**config.mk**
```make
export PLATFORM = sky130hd
export DESIGN_NAME = heartbeat_fault_monitor_top
export DESIGN_NICKNAME = d
export VERILOG_FILES = /design/src/hfm_pkg.sv /design/src/hfm_ctrl.sv /design/src/hfm_dp.sv /design/src/heartbeat_fault_monitor_top.sv
export VERILOG_INCLUDE_DIRS = /design/src /design/src/src
export SDC_FILE = /design/constraint.sdc
export NUM_CORES = 1
export LEC_CHECK = 0
export ABC_CLOCK_PERIOD_IN_PS = 17850
export BUFFER_PORTS_ARGS = -buffer_cell sky130_fd_sc_hd__buf_2
export CAP_MARGIN = 20
export CELL_PAD_IN_SITES_DETAIL_PLACEMENT = 1
export CELL_PAD_IN_SITES_GLOBAL_PLACEMENT = 1
export CORE_MARGIN = 3
export CORE_UTILIZATION = 53
export CTS_CLUSTER_DIAMETER = 100
export DETAILED_ROUTE_END_ITERATION = 10
export PLACE_DENSITY_LB_ADDON = 0.1
export SLEW_MARGIN = 20
export SYNTH_ARGS = -nofsm -noshare
export SYNTH_HDL_FRONTEND = slang
export SYNTH_SLANG_ARGS = --single-unit
export TNS_END_PERCENT = 10
```
**constraint.sdc**
```tcl
create_clock -name i_clk -period 17.85 [get_ports i_clk]
set_input_delay 4.4625 -clock i_clk [delete_from_list [all_inputs] [get_ports i_clk]]
set_output_delay 4.4625 -clock i_clk [all_outputs]
set_load 0.02 [all_outputs]
```
**src/heartbeat_fault_monitor_top_macros.svh**
```systemverilog
// Assertion macros for the heartbeat fault monitor.
// No dependencies; included by the top level.
`ifndef HEARTBEAT_FAULT_MONITOR_TOP_MACROS_SVH
`define HEARTBEAT_FAULT_MONITOR_TOP_MACROS_SVH

// Consequent must hold in the same cycle as the antecedent.
`define HFM_ASSERT_SAME(label, clk, rst_n, ante, cons, msg) \
    label: assert property (@(posedge clk) disable iff (!rst_n) (ante) |-> (cons)) \
        else $error(msg);

// Consequent must hold in the cycle after the antecedent.
`define HFM_ASSERT_NEXT(label, clk, rst_n, ante, cons, msg) \
    label: assert property (@(posedge clk) disable iff (!rst_n) (ante) |=> (cons)) \
        else $error(msg);

`endif

```
**src/hfm_pkg.sv**
```systemverilog
// Shared types and constants of the heartbeat fault monitor.
// No dependencies; imported by every module of the block.
package hfm_pkg;

    localparam int NUM_MODULES = 16;
    localparam int SLOTS       = (NUM_MODULES < 16) ? NUM_MODULES : 16;
    localparam int SLOT_W      = (SLOTS > 1) ? $clog2(SLOTS) : 1;

    localparam int MODULE_ID_W = 4;
    localparam int CODE_W      = 16;
    localparam int AGE_W       = 16;
    localparam int CFG_INDEX_W = 2;
    localparam int CFG_DATA_W  = 16;

    localparam logic [1:0] OP_LIFE  = 2'd0;
    localparam logic [1:0] OP_TICK  = 2'd1;
    localparam logic [1:0] OP_CHECK = 2'd2;

    localparam logic [CFG_INDEX_W-1:0] REG_ENABLED_MASK  = CFG_INDEX_W'(0);
    localparam logic [CFG_INDEX_W-1:0] REG_TIMEOUT_TICKS = CFG_INDEX_W'(1);

    localparam logic [15:0]      MASK_RESET    = 16'h0DFE;
    localparam logic [15:0]      TIMEOUT_RESET = 16'd500;
    localparam logic [AGE_W-1:0] AGE_MAX       = '1;

    typedef struct packed {
        logic [1:0]             op;
        logic [MODULE_ID_W-1:0] sender_id;
        logic                   fault_flag;
        logic [CODE_W-1:0]      life_code;
    } t_in_item;

    typedef struct packed {
        logic                   any_fault;
        logic                   has_entry;
        logic [MODULE_ID_W-1:0] faulty_module;
        logic [CODE_W:0]        reported_code;
        logic                   timed_out;
        logic                   last;
    } t_out_item;

    typedef enum logic [1:0] {
        ST_IDLE,
        ST_SCAN,
        ST_FLUSH
    } t_state;

    typedef struct packed {
        logic life_write;
        logic tick;
        logic scan_start;
        logic scan_step;
        logic emit_final;
    } t_ctrl_cmd;

    typedef struct packed {
        logic hit;
        logic pend_valid;
        logic out_free;
        logic idx_end;
    } t_dp_status;

endpackage

```
**src/hfm_ctrl.sv**
```systemverilog
// Controller state machine of the heartbeat fault monitor.
// Depends on hfm_pkg; drives hfm_dp through t_ctrl_cmd.
module hfm_ctrl
    import hfm_pkg::*;
(
    input  logic       i_clk,
    input  logic       i_rst_n,
    input  logic       i_in_valid,
    input  logic [1:0] i_op,
    output logic       o_in_ready,
    input  t_dp_status i_status,
    output t_ctrl_cmd  o_cmd
);

    t_state r_state;
    t_state n_state;

    always_ff @(posedge i_clk) begin
        if (!i_rst_n) begin
            r_state <= ST_IDLE;
        end else begin
            r_state <= n_state;
        end
    end

    always_comb begin
        n_state    = r_state;
        o_cmd      = '0;
        o_in_ready = 1'b0;
        case (r_state)
            ST_IDLE: begin
                o_in_ready = 1'b1;
                if (i_in_valid) begin
                    case (i_op)
                        OP_LIFE:  o_cmd.life_write = 1'b1;
                        OP_TICK:  o_cmd.tick       = 1'b1;
                        OP_CHECK: begin
                            o_cmd.scan_start = 1'b1;
                            n_state          = ST_SCAN;
                        end
                        default: ;
                    endcase
                end
            end
            ST_SCAN: begin
                // hold the slot while a found entry cannot displace the pending one
                if (!(i_status.hit && i_status.pend_valid && !i_status.out_free)) begin
                    o_cmd.scan_step = 1'b1;
                    if (i_status.idx_end) begin
                        n_state = ST_FLUSH;
                    end
                end
            end
            ST_FLUSH: begin
                if (i_status.out_free) begin
                    o_cmd.emit_final = 1'b1;
                    n_state          = ST_IDLE;
                end
            end
            default: n_state = ST_IDLE;
        endcase
    end

endmodule

```
**src/hfm_dp.sv**
```systemverilog
// Datapath of the heartbeat fault monitor: slot store, scan and output register.
// Depends on hfm_pkg; commanded by hfm_ctrl.
module hfm_dp
    import hfm_pkg::*;
(
    input  logic                   i_clk,
    input  logic                   i_rst_n,
    input  logic                   i_cfg_we,
    input  logic [CFG_INDEX_W-1:0] i_cfg_index,
    input  logic [CFG_DATA_W-1:0]  i_cfg_wdata,
    input  t_in_item               i_item,
    input  t_ctrl_cmd              i_cmd,
    output t_dp_status             o_status,
    output logic                   o_out_valid,
    input  logic                   i_out_ready,
    output t_out_item              o_out_item
);

    localparam logic [SLOT_W-1:0] LAST_IDX = SLOT_W'(SLOTS - 1);

    logic [15:0]       r_mask;
    logic [15:0]       r_timeout;
    logic [AGE_W-1:0]  r_age   [SLOTS];
    logic              r_fault [SLOTS];
    logic [CODE_W-1:0] r_code  [SLOTS];
    logic [SLOT_W-1:0] r_idx;
    logic              r_pend_valid;
    t_out_item         r_pend;
    logic              r_out_valid;
    t_out_item         r_out;

    logic [SLOTS-1:0]  w_mask_slots;
    logic              w_late;
    logic              w_hit;
    logic              w_out_free;
    logic              w_life_ok;
    logic [SLOT_W-1:0] w_wr_idx;
    t_out_item         w_cur;
    t_out_item         w_final;

    assign w_mask_slots = r_mask[SLOTS-1:0];
    assign w_late       = r_age[r_idx] > r_timeout;
    assign w_hit        = w_mask_slots[r_idx] && (r_fault[r_idx] || w_late);
    assign w_out_free   = !r_out_valid || i_out_ready;

    // only ids that have a slot and are enabled are stored
    assign w_life_ok = ({1'b0, i_item.sender_id} < (MODULE_ID_W + 1)'(SLOTS))
                       && r_mask[i_item.sender_id];
    assign w_wr_idx  = i_item.sender_id[SLOT_W-1:0];

    always_comb begin
        w_cur               = '0;
        w_cur.any_fault     = 1'b1;
        w_cur.has_entry     = 1'b1;
        w_cur.faulty_module = MODULE_ID_W'(r_idx);
        w_cur.reported_code = {1'b0, r_code[r_idx]} + (CODE_W + 1)'(w_late);
        w_cur.timed_out     = w_late;
        w_cur.last          = 1'b0;

        if (r_pend_valid) begin
            w_final      = r_pend;
            w_final.last = 1'b1;
        end else begin
            w_final      = '0;
            w_final.last = 1'b1;
        end
    end

    assign o_status.hit        = w_hit;
    assign o_status.pend_valid = r_pend_valid;
    assign o_status.out_free   = w_out_free;
    assign o_status.idx_end    = (r_idx == LAST_IDX);

    // configuration registers
    always_ff @(posedge i_clk) begin
        if (!i_rst_n) begin
            r_mask    <= MASK_RESET;
            r_timeout <= TIMEOUT_RESET;
        end else if (i_cfg_we) begin
            case (i_cfg_index)
                REG_ENABLED_MASK:  r_mask    <= i_cfg_wdata;
                REG_TIMEOUT_TICKS: r_timeout <= i_cfg_wdata;
                default: ;
            endcase
        end
    end

    // slot store: life signals write one slot, ticks age all of them
    always_ff @(posedge i_clk) begin
        if (!i_rst_n) begin
            for (int i = 0; i < SLOTS; i++) begin
                r_age[i]   <= AGE_MAX;
                r_fault[i] <= 1'b0;
                r_code[i]  <= '0;
            end
        end else if (i_cmd.life_write && w_life_ok) begin
            r_age[w_wr_idx]   <= '0;
            r_fault[w_wr_idx] <= i_item.fault_flag;
            r_code[w_wr_idx]  <= i_item.life_code;
        end else if (i_cmd.tick) begin
            for (int i = 0; i < SLOTS; i++) begin
                if (r_age[i] != AGE_MAX) begin
                    r_age[i] <= r_age[i] + 1'b1;
                end
            end
        end
    end

    // scan pointer and pending entry
    always_ff @(posedge i_clk) begin
        if (!i_rst_n) begin
            r_idx        <= '0;
            r_pend_valid <= 1'b0;
        end else if (i_cmd.scan_start) begin
            r_idx        <= '0;
            r_pend_valid <= 1'b0;
        end else if (i_cmd.scan_step) begin
            if (r_idx != LAST_IDX) begin
                r_idx <= r_idx + 1'b1;
            end
            if (w_hit) begin
                r_pend_valid <= 1'b1;
            end
        end
    end

    always_ff @(posedge i_clk) begin
        if (i_cmd.scan_step && w_hit) begin
            r_pend <= w_cur;
        end
    end

    // output register
    always_ff @(posedge i_clk) begin
        if (!i_rst_n) begin
            r_out_valid <= 1'b0;
        end else if ((i_cmd.scan_step && w_hit && r_pend_valid) || i_cmd.emit_final) begin
            r_out_valid <= 1'b1;
        end else if (i_out_ready) begin
            r_out_valid <= 1'b0;
        end
    end

    always_ff @(posedge i_clk) begin
        if (i_cmd.scan_step && w_hit && r_pend_valid) begin
            r_out <= r_pend;
        end else if (i_cmd.emit_final) begin
            r_out <= w_final;
        end
    end

    assign o_out_valid = r_out_valid;
    assign o_out_item  = r_out;

endmodule

```
**src/heartbeat_fault_monitor_top.sv**
```systemverilog
// Top level of the heartbeat fault monitor.
// Depends on hfm_pkg, hfm_ctrl, hfm_dp and heartbeat_fault_monitor_top_macros.svh.
//
// Usage:
//   Input channel (i_in_valid / o_in_ready / i_in_item) carries one op per
//   transaction: a life signal, a tick or a fault check. Life signals and
//   ticks take effect in the cycle they are accepted; the next transaction
//   may follow in the very next cycle.
//   A check walks the slots one per cycle through the datapath's single slot
//   read port, holding on a hit while the output stalls and a result is pending,
//   then flushes its final result. It yields one result per faulty or timed-out
//   enabled module, in id order, or one empty result; the final result carries
//   last. Input is not accepted during a check.
//   Output channel (o_out_valid / i_out_ready / o_out_item) is driven from a
//   register; each entry result passes through the pending stage into the
//   output register. When the receiver stalls, the scan holds on the next hit while
//   one result waits in the output register and one in the pending stage.
//   Configuration: i_cfg_we writes i_cfg_wdata to register i_cfg_index
//   (0 enabled mask, 1 timeout in ticks) at once; write only while idle.
//   Reset (synchronous, active low) restores the register defaults, sets all
//   ages to saturated, clears fault bits and codes, and drops any result.
`include "heartbeat_fault_monitor_top_macros.svh"

module heartbeat_fault_monitor_top
    import hfm_pkg::*;
(
    input  logic                   i_clk,
    input  logic                   i_rst_n,
    input  logic                   i_cfg_we,
    input  logic [CFG_INDEX_W-1:0] i_cfg_index,
    input  logic [CFG_DATA_W-1:0]  i_cfg_wdata,
    input  logic                   i_in_valid,
    output logic                   o_in_ready,
    input  t_in_item               i_in_item,
    output logic                   o_out_valid,
    input  logic                   i_out_ready,
    output t_out_item              o_out_item
);

    t_ctrl_cmd  w_cmd;
    t_dp_status w_status;

    // sequence ops and hold the scan against output back-pressure
    hfm_ctrl u_ctrl (
        .i_clk      (i_clk),
        .i_rst_n    (i_rst_n),
        .i_in_valid (i_in_valid),
        .i_op       (i_in_item.op),
        .o_in_ready (o_in_ready),
        .i_status   (w_status),
        .o_cmd      (w_cmd)
    );

    // slot store, per-slot compare, pending stage and output register
    hfm_dp u_dp (
        .i_clk       (i_clk),
        .i_rst_n     (i_rst_n),
        .i_cfg_we    (i_cfg_we),
        .i_cfg_index (i_cfg_index),
        .i_cfg_wdata (i_cfg_wdata),
        .i_item      (i_in_item),
        .i_cmd       (w_cmd),
        .o_status    (w_status),
        .o_out_valid (o_out_valid),
        .i_out_ready (i_out_ready),
        .o_out_item  (o_out_item)
    );

    // a check keeps the input closed while it scans
    `HFM_ASSERT_NEXT(a_check_busy, i_clk, i_rst_n, i_in_valid && o_in_ready && i_in_item.op == OP_CHECK, !o_in_ready, "input reopened straight after a check")

    // an empty report is always the final result of its check
    `HFM_ASSERT_SAME(a_empty_is_last, i_clk, i_rst_n, o_out_valid && !o_out_item.has_entry, o_out_item.last && !o_out_item.any_fault, "empty report without last")

    // a timed-out entry always describes a module
    `HFM_ASSERT_SAME(a_timeout_has_entry, i_clk, i_rst_n, o_out_valid && o_out_item.timed_out, o_out_item.has_entry && o_out_item.any_fault, "timeout flagged on empty report")

endmodule

```
-- Word level (Yosys, flattened, before mapping)
Memories as Yosys holds them, arrays and structs flattened. A register that Yosys moved wholly into a read port is not among the register bits.
Cells that the tools add are included.
- bits in registers: 87
- memory bits (writable): 528
- logic and storage cells: 249
- memories kept: 3
- memory list (name ; words ; width ; read ports ; clocked after Yosys merged registers in ; write ports ; RTL line ; text):
    u_dp.r_age ; 16 ; 16 ; 17 ; 1 ; 16 ; hfm_dp.sv:23 ; logic [AGE_W-1:0] r_age [SLOTS];
    u_dp.r_code ; 16 ; 16 ; 1 ; 1 ; 16 ; hfm_dp.sv:25 ; logic [CODE_W-1:0] r_code [SLOTS];
    u_dp.r_fault ; 16 ; 1 ; 1 ; 1 ; 16 ; hfm_dp.sv:24 ; logic r_fault [SLOTS];
- add/sub/neg operators: 18
- $lt $le $gt $ge: 3
- eq/ne operators: 28
- muxes and demuxes: 140
- bitwise logic cells: 17
- reductions and logical operators: 25
- operators by type and width (kind ; number):
    $mux 16 ; 18
    $add 16x1->16 const B ; 16
    $ne 16x16->1 const B ; 16
    $mux 1 ; 100
    $mux 25 ; 2
    $mux 4 ; 9
    $reduce_or 16->1 ; 2
    $mux 23 ; 1
    $add 16x1->17 ; 1
    $gt 16x16->1 ; 1
    $or 1x1->1 ; 16
    $lt 4x5->1 const B ; 2
    $mux 2 ; 5
    $bmux 1 s4 ; 2
    $reduce_and 2->1 ; 4
    $eq 2x1->1 const B ; 3
    $logic_and 1x1->1 ; 6
    $logic_not 2->1 ; 3
    $mux 3 ; 2
    $ne 2x2->1 const B ; 3
    $pmux 2 s3 ; 1
    $reduce_and 5->1 ; 1
    $add 4x1->4 const B ; 1
    $eq 2x2->1 const B ; 2
    9 further kinds ; 14

-- Depth between registers and ports, before layout
- word-level depth: 11
- mapped depth: 23
- depth with buffers taken out: 15

-- Modules after synthesis
Synthesis repeated with hierarchy kept, for this count alone.
- cell total of the unflattened synthesis: 2729
- area, all modules: 30534.3 sq um
- by module, submodules not included (module ; times used ; cells an instance ; area an instance (sq um) ; seq. area each (sq um)):
    hfm_dp ; 1 ; 2712 ; 30381.6 ; 15354.7
    hfm_ctrl ; 1 ; 17 ; 152.6 ; 40.0

-- Worst setup path after synthesis
No wires, ideal clock.
- path type: in2reg
- start point: input i_in_item[17] (netlist bit)
- end point: memory u_dp.r_code[2][0], enable pin
- setup time: 375 ps
- arrival: 6408 ps
- data required time: 17475 ps
- path slack: 11067 ps
- stages: 6
- path through: buf_2 mux4_2 nor4b_1 and2_1 clkbuf_1 nand2b_1
- RTL lines (item ; RTL line ; text):
    from (decl) ; heartbeat_fault_monitor_top.sv:34 ; input t_in_item i_in_item,
    to (decl) ; hfm_dp.sv:25 ;

==> metrics.txt <==
DR WL/cell 25.7 um; slowest stage delay, CP 0.95 ns; first-pass GRT wire length 134 mm; GR Overflow Total 0; most frequent cell on the critical path buf_4; syn avg cell area 11.4 um2; final hold vios 0; Vias 21600; Arr. time, crit path 8.11 ns; root buffer cell clkbuf_16; placed cells 3279; Layout Cells excl Fill ~3400; Nets 2686; initial DRC count 2216; crit start category input pin; estimated wirelength of the detail-placed design just under 60 mm; # port buffers 72; Routed WL 87.5 mm; post-synthesis register bit count a little over 600; maximum vdd ir drop 0.0000841 V; CP Max Fanout 156; library cells used by synthesis 62; share of post-route cells with drive strength above 1 13.5%; number of global-route vias before repair roughly 22000; Max Slew Vio Count 0; global placement routability congestion roughly 0.90; initial antenna violation count 9; core box area 55600 um2; Die Y-Extent 244 um; status finished clean; initial cell density of the core 54.1%; Yosys Warn Count 0; Crit path max-delay family buffers and inverters; # DRC 0; post-route ant nets 0; Synth area leader edfxtp_1; clk_skew 0.0250 ns; Worst-Margin Slew 1.11 ns; clock sinks between 600 and 700; WS Path Type in2reg; setup TNS 0 ns; Relative slew margins 26.3%; clock input transition at the sequential cells of the worst setup and hold paths approximately 0.06 ns; number of enable flip-flop cells after synthesis about 300; Worst Path Buf+Inv 3; post_cts resized 0; leakage about 13 nW; Synth Cell Area approximately 30000 um2; # Max-Cap Violations 0; Hold/Removal Path Class reg2reg; synthesized instance count ~2600; sequential share of the synthesized area 51.2%; DR vias/cell roughly 6.4; Die ar. approximately 60000 um2; CP Data Required Time 18.28 ns; largest net degree at the start of global routing 157; Num CTS Buffers 69; CTS Hold Bufs 0; Max Root-Sink Buffers 3; Synth Flop Type dfxtp_1; endpoints failing setup 0; Post-CTS Setup Inserts 0; CP Cell Sequence buf_8 > buf_4 > buf_4 > nand2_1 > nand3_1 > nor2_1 > xnor2_1 > a21oi_1; Syn-to-layout area delta 10.1%; Skew-Pair Late Insertion Delay 0.62 ns; I/O Pins 73; Yosys top cell area share 30.2%; power per cell area 142 nW/um2; floorplan row count 86; drt pass-1 iters 6; Tcrit/Tclk final 43.0%; max frequency 0.130 GHz; H-tree Lvls 3; syn_nets 2716; Area contributors post-synth edfxtp_1, dfxtp_1, mux4_2; Die Wd about 240 um; Global Route Usage Sum 29.3%; Slowest cell on crit path buf_4; final worst path period need between 7 and 8 ns; RSZ-0062 raised after global routing no; Worst Setup End Kind register; TritonCTS clock tree yes; async set-or-reset flop fraction in the synthesized netlist 0%
[metal layers]
| metal | part of all wire (%) | wire length (um) | GRT usage (%) | up-vias |
|---|---|---|---|---|
| li1 | - | - | - | 9626 |
| met1 | 42 | 37000 | 41.5 | 11000 |
| met2 | 46 | 39900 | 45.6 | 863 |
| met3 | 10 | 8880 | 7.15 | 129 |
| met4 | 1.9 | 1630 | 7.72 | 6 |
| met5 | 0.045 | 39 | 0 | - |
[metrics by stage]
| step | total power, mW | utilization, % | instance area (um2) | worst slack (ns) | hold slack, ns |
|---|---|---|---|---|---|
| 5_1_grt | 4.95 | 59.5 | 33100 | 9.86 | 0.503 |
| 2_1_floorplan | 2.84 | - | 30100 | 11.07 | 0.407 |
| 3_5_place_dp | 3.21 | 55.2 | 30700 | 9.64 | 0.471 |
| 4_1_cts | 4.72 | 59.4 | 33100 | 10.25 | 0.477 |
| 3_3_place_gp | 3.14 | 55.2 | 30700 | 9.75 | 0.449 |
| 6_report | 4.72 | 59.5 | 33100 | 10.17 | 0.476 |
[worst register-to-register path, delay by kind of cell (launching register included)]
kind / cells / cell delay [ns]
xor+xnor: 1 / 0.15
buf+inv: 1 / 0.87
mux: 2 / 1.12
flops: 1 / 1.01
simple gates: 5 / 1.34
fa+ha+maj: 3 / 0.76
compound gates: 3 / 0.84
[state kept, by name, indices dropped and copies added, names as in the netlist, 4 cells and up, named ones only]
name and flops:
u_dp.r_fault 16, u_dp.r_age 256, u_dp.r_pend 22, u_dp.r_timeout 16
u_dp.o_out_item 24, u_dp.r_mask 16, u_dp.r_code 256, u_dp.r_idx 4
[logic make-up (layout without fill, tap and decap cells)]
kind of cell	Yosys count	count (layout)	share of synthesized area [%]
adder cells (fa/ha/maj)	35	35	1.46
flip-flops	618	618	51.2
AO/OA/AOI/OAI	370	370	6.91
buffers and inverters	239	261	3.42
multiplexers	198	198	13.4
AND/OR/NAND/NOR	932	932	16.5
XOR/XNOR	243	243	7.08
other	0	3	0
[cells in the final DEF (no fill, tap or decap), drive strengths merged, types with 95 or more instances in the layout]
cell,Yosys,layout
a21oi,272,272
clkbuf,157,95
mux4,158,158
edfxtp,302,302
xnor2,116,116
nor2,116,116
and3,238,238
dfxtp,316,316
nand2,207,207
and2,106,106
xor2,127,127
[final cells by class]
class	count	area, um2
diodes	3	7.51
clock buffers	92	1940
clock inverters	31	418
fillers	5726	22500
inverters	43	161
multi-input cells	1778	13700
flip-flops and latches	618	15400
well taps	748	936
repair buffers	95	543
[cells in the mapped netlist (all sizes together), types with 4 or more instances]
cell type,number
a22oi,6
and3,238
or2,5
xnor2,116
nand4,70
xor2,127
o21a,6
nor4b,4
a21boi,17
nor4,9
edfxtp,302
a221oi,6
dfxtp,316
inv,43
ha,35
o211ai,7
a41oi,5
nor3,17
clkbuf,157
nand3,92
mux4,158
o31a,4
a21oi,272
and4,19
nor2,116
nor2b,7
mux2i,39
o21ai,28
nand2,207
buf,39
a22o,5
nand2b,26
and2,106
[worst paths after layout]
path,from,end,slack [ns],cells past startpoint
hold reg to reg,u_dp.r_fault[9]$_DFF_P_,u_dp.r_fault[9]$_DFF_P_,0.48,2
setup reg to reg,register,u_dp.r_pend[14]$_DFFE_PP_,11.49,15
hold / removal,u_dp.r_fault[9]$_DFF_P_,u_dp.r_fault[9]$_DFF_P_,0.48,2
setup / recovery,i_rst_n,u_dp.r_age[14][11]$_SDFFE_PP0P_,10.17,8
[where the power goes]
group	leakage (nW)	internal, mW	switching, mW
Clock	1.14	0.895	0.595
Sequential	5.64	1.69	0.272
Combinational	5.84	0.574	0.694
No activity file was read; power rests on OpenSTA's default activity.
